--- src/rtl/nss_pkg.sv ---
// Shared constants, payload structs and the cell link type for the NFA matcher.
// Used by nss_cell and nfa_subset_step_matcher; depends on nothing.
package nss_pkg;

  // Automaton size.
  localparam int STATES  = 32;
  localparam int SYMBOLS = 16;
  localparam int SYM_W   = (SYMBOLS > 1) ? $clog2(SYMBOLS) : 1;

  // Input command codes.
  localparam logic CMD_WRITE = 1'b0;
  localparam logic CMD_STEP  = 1'b1;

  // Configuration register indexes (byte address bit 2).
  localparam logic REG_INITIAL = 1'b0;
  localparam logic REG_FINAL   = 1'b1;

  // Register reset values.
  localparam logic [31:0] INITIAL_RESET = 32'd1;
  localparam logic [31:0] FINAL_RESET   = 32'd0;

  typedef struct packed {
    logic        cmd;
    logic [4:0]  from_state;
    logic [3:0]  symbol;
    logic [31:0] next_states;
    logic        last_symbol;
  } in_item_t;

  typedef struct packed {
    logic        accepted;
    logic [31:0] active_states;
  } out_item_t;

  // Partial union that travels down the row of cells, one cell per cycle.
  typedef struct packed {
    logic              vld;
    logic [SYM_W-1:0]  sym;
    logic [STATES-1:0] acc;
  } nss_link_t;

endpackage

--- src/rtl/nss_cell.sv ---
// One per-state cell: the state's transition rows for every symbol and one link stage.
// Depends on nss_pkg for sizes and the link struct.
module nss_cell
  import nss_pkg::*;
(
  input  logic              clk_i,
  input  logic              rst_ni,
  input  logic              wr_en_i,
  input  logic [SYM_W-1:0]  wr_sym_i,
  input  logic [STATES-1:0] wr_row_i,
  input  logic              act_i,
  input  nss_link_t         link_i,
  output nss_link_t         link_o
);

  logic [STATES-1:0] rows_q [SYMBOLS];
  nss_link_t         link_d;
  nss_link_t         link_q;

  // Transition rows; reset means no transitions.
  always_ff @(posedge clk_i or negedge rst_ni) begin
    if (!rst_ni) begin
      for (int s = 0; s < SYMBOLS; s++) begin
        rows_q[s] <= '0;
      end
    end else if (wr_en_i) begin
      rows_q[wr_sym_i] <= wr_row_i;
    end
  end

  // Add this state's row to the passing union when the state is active.
  always_comb begin
    link_d     = link_i;
    if (act_i) begin
      link_d.acc = link_i.acc | rows_q[link_i.sym];
    end
  end

  // Link stage towards the next cell.
  always_ff @(posedge clk_i or negedge rst_ni) begin
    if (!rst_ni) begin
      link_q <= '0;
    end else begin
      link_q <= link_d;
    end
  end

  assign link_o = link_q;

endmodule

--- config.mk ---
export PLATFORM = sky130hd
export DESIGN_NAME = nss_cell
export DESIGN_NICKNAME = d
export VERILOG_FILES = /design/src/rtl/nss_pkg.sv /design/src/rtl/nss_cell.sv
export SDC_FILE = /design/constraint.sdc
export NUM_CORES = 1
export LEC_CHECK = 0
export BUFFER_PORTS_ARGS = -buffer_cell sky130_fd_sc_hd__buf_4
export CORE_ASPECT_RATIO = 1.5
export CORE_MARGIN = 2
export CORE_UTILIZATION = 43
export DETAILED_ROUTE_END_ITERATION = 8
export PLACE_DENSITY = 0.63
export SLEW_MARGIN = 20
export SYNTH_ARGS = -nofsm -noshare
export SYNTH_HDL_FRONTEND = slang
export SYNTH_SLANG_ARGS = --single-unit
--- constraint.sdc ---
create_clock -name clk_i -period 1.8 [get_ports clk_i]
set_input_delay 0 -clock clk_i [delete_from_list [all_inputs] [get_ports clk_i]]
set_output_delay 0 -clock clk_i [all_outputs]
set_load 0.1 [all_outputs]
[After elaboration in Yosys (flattened, before gate mapping)]
Cells that the tools add are included.
Word-level totals
  bits in registers: 549
  input bits: 77
  word-level logic and storage cells: 33
Operators by class
  $lt $le $gt $ge: 3
  muxes and demuxes: 7
  bitwise operators: 3
  reductions and logical operators: 1
Operators with widths (number)
  bitwise mux 512 bit: 1
  binary-select mux 32 bit (select 4 bit): 1
  demux 32 bit (select 4 bit): 1
  2-to-1 mux 32 bit: 4
  OR 32 bit: 1
  >= comparator 5 bit (second input constant): 2
  inverter 4 -> 5 bit: 2
  less-than comparator 5 x 1 -> 1 bit (second input constant): 1
  logical AND 1 bit: 1

[Logic depth before layout (Yosys ltp)]
Gate-level depths: netlist of the first run.
  word-level depth: 6
  mapped depth: 6
  mapped depth without buffers: 3

[Worst setup path after synthesis of the first run]
No wires, ideal clock.
  path type: input-to-reg
  from: input port link_i[32] in the netlist's numbering
  to: register link_q (netlist bit link_o[10])
  setup time: 0.136 ns
  data arrival time: 1.305 ns
  data required time: 1.664 ns
  path slack: 0.359 ns
  stages: 5
  cells stage by stage: buf_2 > buf_2 > mux4_2 > a221oi_1 > o21ai_0
RTL lines
  start, declared: line nss_cell.sv:12  | input nss_link_t link_i,
  end signal, assigned: line nss_cell.sv:44  | link_q <= link_d;
  end, declared: line nss_cell.sv:18  | nss_link_t link_q;

==> out/metrics.csv, run 1 <==
metric,value,unit
final period utilization,0.9098,
core area,55440,µm²
synthesis-to-layout area growth,19.98,%
number of synthesized register bits,549,
# DRC,0,
row count,106,
Avg Inst Size Synth,16.56,µm²
Synth Area in Simple Gates,0.008881,
layout cell share with drive strength beyond 1,0.5522,
Top delay family on crit path,buffers and inverters,
"EDFF count, synth",0,
GPL Wtd Cong,0.7367,
Die Y-Extent,293.0,µm
"Setup violations, final",0,
first-pass GRT wire length,94740,µm
Port-buffer cells,113,
Vias per Instance,5.722,
Period minus WS final,1.638,ns
vias in the first global route,15050,
Leak Pwr,0.01236,µW
worst slew pin tran,0.7156,ns
cts hold-fix bufs,72,
1st-iter DRT viols,766,
Most used DFF post-synth,dfrtp_1,
Final #Nets,1704,
Fin Setup TNS,0,ns
Clock Latency Late Sink,0.59,ns
Root Driver,clkbuf_16,
mux cell area share after synthesis,0.3745,
TritonCTS clock tree,built,
Final Hold Viols,0,
critical path data required time,2.26,ns
HP Class,in2reg,
Pre-antenna DRT Iters,5,
Async SR Flop Fraction,1.000,
synth top area cells,"dfrtp_1 (57%), mux2_2 (24%), mux4_2 (12%)",
IO Count,114,
RSZ-0062 raised after global routing,no,
post-CTS setup buffers,0,
"Core Util, Final",0.5183,
gr usage total,0.2208,
H-Tree Depth,2,
post-CTS sizing,0,
Initial Utilization,0.4320,
chip width,196.7,µm
max-cap violations,0,
Pins Over Slew Limit,0,
crit start category,input pin,
"CTS clk-pin slew, worst paths",0.07,ns
Post-synth top cells,"dfrtp_1 (549), mux2_2 (504), mux4_2 (128), buf_2 (65), clkbuf_1 (48)",
initial antenna violation count,2,
Max rail drop VDD,0.7469,mV
Synth Instances,1446,
Setup crit end kind,flip-flop,
post-synthesis compound-gate area fraction,0.01844,
Final Skew,0.01674,ns
adder-cell share of the synthesized area,0,
Fmax,610.6,MHz
Syn. warnings,0,
GRT overflow,0,
crit path cell chain,dlygate4sd3_1 -> buf_4 -> buf_12 -> mux4_2 -> a221oi_1 -> o21ai_0,
Final ANT Viol Nets,0,
post-synthesis xor/xnor area fraction,0,
Crit Path Max Fanout,22,
synthesized area,23950,µm²
Yosys top cell area share,0.5736,
vias,13570,
Hold Worst Slack,0.06790,ns
CTS Sinks,549,
CP Data Arrival Time,2.09,ns
Post-Route WL,61790,µm
slowest CP cell,dlygate4sd3_1,
PD cells,1199,nW/µm²
Pwr Total,34470,µW
crit path kind,in2reg,
Worst slew margin,0.5229,
sequential share of the synthesized area,0.5736,
"area leader, netlist",dfrtp_1,
Avg WL per Cell,26.05,µm
Max Root-Sink Buffers,3,
Synthesized Nets,1523,
largest net degree at the start of global routing,79,
cts bufs inserted,53,
synth unique cells,24,
largest family of logic cells by synthesized area,multiplexers,
DP Worst Slack,0.1308,ns
DPL Wire Length,35590,µm
worst path bufs/invs,3,
status,completed,
die area,57640,µm²
most common cell in the netlist,dfrtp_1,
"Largest stage delay, worst path",0.54,ns
final setup margin,0.1624,ns
[final cells by class]
class	instances	area, µm²
diodes	2	5.005
clock buffers	76	1615
clock inverters	20	216.5
fillers	4589	26700
inverters	1	3.754
multi-input cells	770	9704
flip-flops and latches	549	13740
well taps	702	878.3
repair buffers	252	2572
[power breakdown]
group          leakage, µW  internal, µW  switching (µW)
clock             0.000917          6810            4830
combinational      0.00474          3740            2580
sequential         0.00670         15100            1390
total               0.0124         25700            8810
[metrics by stage]
stage	area, µm²	cells
global placement	26170	2202
detailed placement	26170	2202
finish	28730	2372
floorplan	23950	1446
CTS	28730	2370
global route	28730	2372
[flip-flops by register name, summed over array words and instances (netlist names)]
| register | flops |
|---|---|
| rows_q | 512 |
| link_o | 37 |
[cells by family (layout without fill, tap and decap cells)]
family          Yosys count  count (layout)
other cells               0               2
simple gates             34              34
mux                     672             672
compound gates           64              64
buf+inv                 127             349
flops                   549             549
[worst paths after layout]
kind	from	end	slack, ns	cells past startpoint
max	link_i[32]	link_o[13]$_DFF_PN0_	0.16	6
min	link_i[36]	link_o[36]$_DFF_PN0_	0.07	2
max reg2reg	rows_q[333]$_DFFE_PN0P_	link_o[13]$_DFF_PN0_	0.34	3
min reg2reg	rows_q[124]$_DFFE_PN0P_	rows_q[124]$_DFFE_PN0P_	0.48	1
max in group asynchronous	rst_ni	rows_q[357]$_DFFE_PN0P_	1.21	3
min in group asynchronous	rst_ni	link_o[36]$_DFF_PN0_	0.11	3
[cells in the final DEF (no fill, tap or decap), types with 2 or more instances in the layout]
cell type / n
a221oi_1: 31
and3_1: 2
and3b_1: 4
buf_12: 39
buf_4: 139
buf_6: 2
bufinv_16: 4
clkbuf_1: 5
clkbuf_16: 55
clkbuf_8: 16
clkinv_2: 12
dfrtp_1: 549
diode_2: 2
dlygate4sd3_1: 71
inv_6: 2
mux2_1: 8
mux2_2: 504
mux2i_1: 32
mux4_2: 128
nand2_1: 2
nand2b_1: 3
nand3b_1: 4
nor2_4: 9
nor3b_2: 2
o21ai_0: 31
or3_2: 3
[routing by layer]
metal,up-vias,part of all wire,track usage
met5,-,0,0
met4,0,0.022,0.05722
met3,78,0.037,0.02916
met2,269,0.51,0.3811
met1,7446,0.43,0.2959
li1,5780,-,-
No activity file was read; power rests on OpenSTA's default activity.
==> run 2: changes to the inputs <==
--- a/config.mk
+++ b/config.mk
@@ -5,6 +5,7 @@
 export SDC_FILE = /design/constraint.sdc
 export NUM_CORES = 1
 export LEC_CHECK = 0
+export ABC_AREA = 1
 export BUFFER_PORTS_ARGS = -buffer_cell sky130_fd_sc_hd__buf_4
 export CORE_ASPECT_RATIO = 1.5
 export CORE_MARGIN = 2
==> out/metrics.csv, run 2 <==
metric,value,unit
status,completed,
gr usage total,0.2524,
"CTS clk-pin slew, worst paths",0.06,ns
slowest CP cell,dlygate4sd3_1,
critical path data required time,2.27,ns
Root Driver,clkbuf_16,
"Core Util, Final",0.5140,
# DRC,0,
initial antenna violation count,1,
DPL Wire Length,44740,µm
Hold Worst Slack,0.06609,ns
Yosys top cell area share,0.5291,
Syn. warnings,0,
Avg WL per Cell,17.96,µm
die area,62410,µm²
Initial Utilization,0.4337,
core area,59870,µm²
TritonCTS clock tree,built,
Worst path depth,12,
HP Start,link_i[36],
crit path cell chain,dlygate4sd3_1 -> buf_8 -> inv_8 -> buf_12 -> nand2_1 -> nand3_1 -> nand3_1 -> nand3_1 -> nand2_1 -> nand2_1 -> nand2_1 -> dlygate4sd3_1,
vias in the first global route,21890,
final instance area,30770,µm²
Final Hold Viols,0,
vias,22370,
worst r2r src,rows_q[338]$_DFFE_PN0P_,
Setup crit end kind,flip-flop,
"Setup violations, final",0,
Final Skew,0.02349,ns
crit path kind,in2reg,
PD cells,1106,nW/µm²
CP Data Arrival Time,2.14,ns
Avg Inst Size Synth,7.606,µm²
max FFs per register,512,
"area leader, netlist",dfrtp_1,
max-cap violations,0,
synth unique cells,21,
largest net degree at the start of global routing,104,
Pins Over Slew Limit,0,
Crit path top cell by count,nand2_1,
Final #Nets,3622,
final setup margin,0.1298,ns
CTS Sinks,549,
Die Y-Extent,305.0,µm
Leak Pwr,0.01556,µW
"Largest stage delay, worst path",0.57,ns
RR Endpoint,link_o[18]$_DFF_PN0_,
Synth Instances,3414,
hold path cells,2,
Period minus WS final,1.670,ns
Vias per Instance,5.124,
GPL Wtd Cong,0.8088,
Max Root-Sink Buffers,3,
sequential share of the synthesized area,0.5291,
synthesis-to-layout area growth,18.51,%
reg2reg setup slack,0.24,ns
"EDFF count, synth",0,
Final ANT Viol Nets,0,
row count,110,
Worst Setup SP,link_i[32],
synth top area cells,"dfrtp_1 (53%), nand2_1 (17%), o21ai_0 (9.5%)",
antenna cells,0,
Port-buffer cells,113,
GRT overflow,0,
worst slew pin tran,0.8636,ns
Async SR Flop Fraction,1.000,
Synthesized Nets,3491,
crit start category,input pin,
r2r worst-path depth,9,
IO Count,114,
Max rail drop VDD,0.7595,mV
layout cell share with drive strength beyond 1,0.08626,
Post-synth top cells,"nand2_1 (1186), dfrtp_1 (549), o21ai_0 (493), inv_1 (486), nand3_1 (384)",
cts bufs inserted,53,
Crit Path Max Fanout,30,
most common cell in the netlist,nand2_1,
Most used DFF post-synth,dfrtp_1,
Worst Setup EP,link_o[18]$_DFF_PN0_,
dpl cell area,28040,µm²
Pre-antenna DRT Iters,6,
number of synthesized register bits,549,
Fin Setup TNS,0,ns
most frequent cells in the layout,"nand2_1 (1186), dfrtp_1 (549), o21ai_0 (493), inv_1 (485), nand3_1 (384)",
Top delay family on crit path,buffers and inverters,
Post-Route WL,78400,µm
final period utilization,0.9279,
worst path bufs/invs,5,
chip width,204.6,µm
HP Class,in2reg,
RSZ-0062 raised after global routing,yes,
Worst slew margin,0.4243,
DP Worst Slack,0.3816,ns
1st-iter DRT viols,1819,
synthesized area,25970,µm²
first-pass GRT wire length,123400,µm
Clock Latency Late Sink,0.60,ns
"commonest non-fill, non-tap cell in the layout",nand2_1,
Biggest register,rows_q,
H-Tree Depth,2,
Fmax,598.7,MHz
## run 2: cell types whose count changed after synthesis, moves of 32 or more
cell     before   now
inv_1         1   486
mux2_2      504     0
mux2i_1      32     0
mux4_2      128     0
nand2_1       3  1186
nand3_1       1   384
nor2_1       10    65
o21ai_0      31   493
## run 2: power by group
group / switching (µW) / total (µW) / leakage [µW] / internal, µW
Clock: 4880 / 11600 / 0.000876 / 6670
Combinational: 4160 / 6540 / 0.00792 / 2380
Sequential: 1060 / 15900 / 0.00677 / 14900
## run 2: final cells by class
cell class,instances,area [µm²]
fillers,5811,29100
inverters,490,1849
flip-flops and latches,549,13740
well taps,784,980.9
clock buffers,78,1593
multi-input cells,2170,9392
repair buffers,281,3037
clock inverters,14,183.9
## run 2: worst min-delay path by stage
stage                                    to
floorplan               link_o[0]$_DFF_PN0_
global placement    rows_q[266]$_DFFE_PN0P_
detailed placement  rows_q[266]$_DFFE_PN0P_
CTS                    link_o[36]$_DFF_PN0_
global route           link_o[36]$_DFF_PN0_
finish                 link_o[36]$_DFF_PN0_
## run 2: logic make-up after synthesis
family / count (synthesis) / synth area share
buffers and inverters: 695 / 0.1096
AO/OA/AOI/OAI: 512 / 0.09868
flip-flops: 549 / 0.5291
AND/OR/NAND/NOR: 1658 / 0.2627
## run 2: what timing repair did
item	in CTS	in global routing
buffers inserted	0	6
hold buffers	82	0
gates resized for setup	0	3
setup endpoints to repair	0	33
hold endpoints to repair	1097	0
## run 2: layer usage
layer  global-route usage  up-vias  routed length, µm  part of all wire
met1               0.3354    10750              33490              0.43
li1                     -    10800                  -                 -
met3              0.02630      157               3976             0.051
met5                    0        -                 13           0.00017
met2               0.4273      655              38400              0.49
met4              0.08763        2               2518             0.032
## run 2: through the flow
stage               instances  power, µW
floorplan                3414      20420
finish                   4366      34050
CTS                      4358      34300
global placement         4184      22330
detailed placement       4184      22510
global route             4366      36040
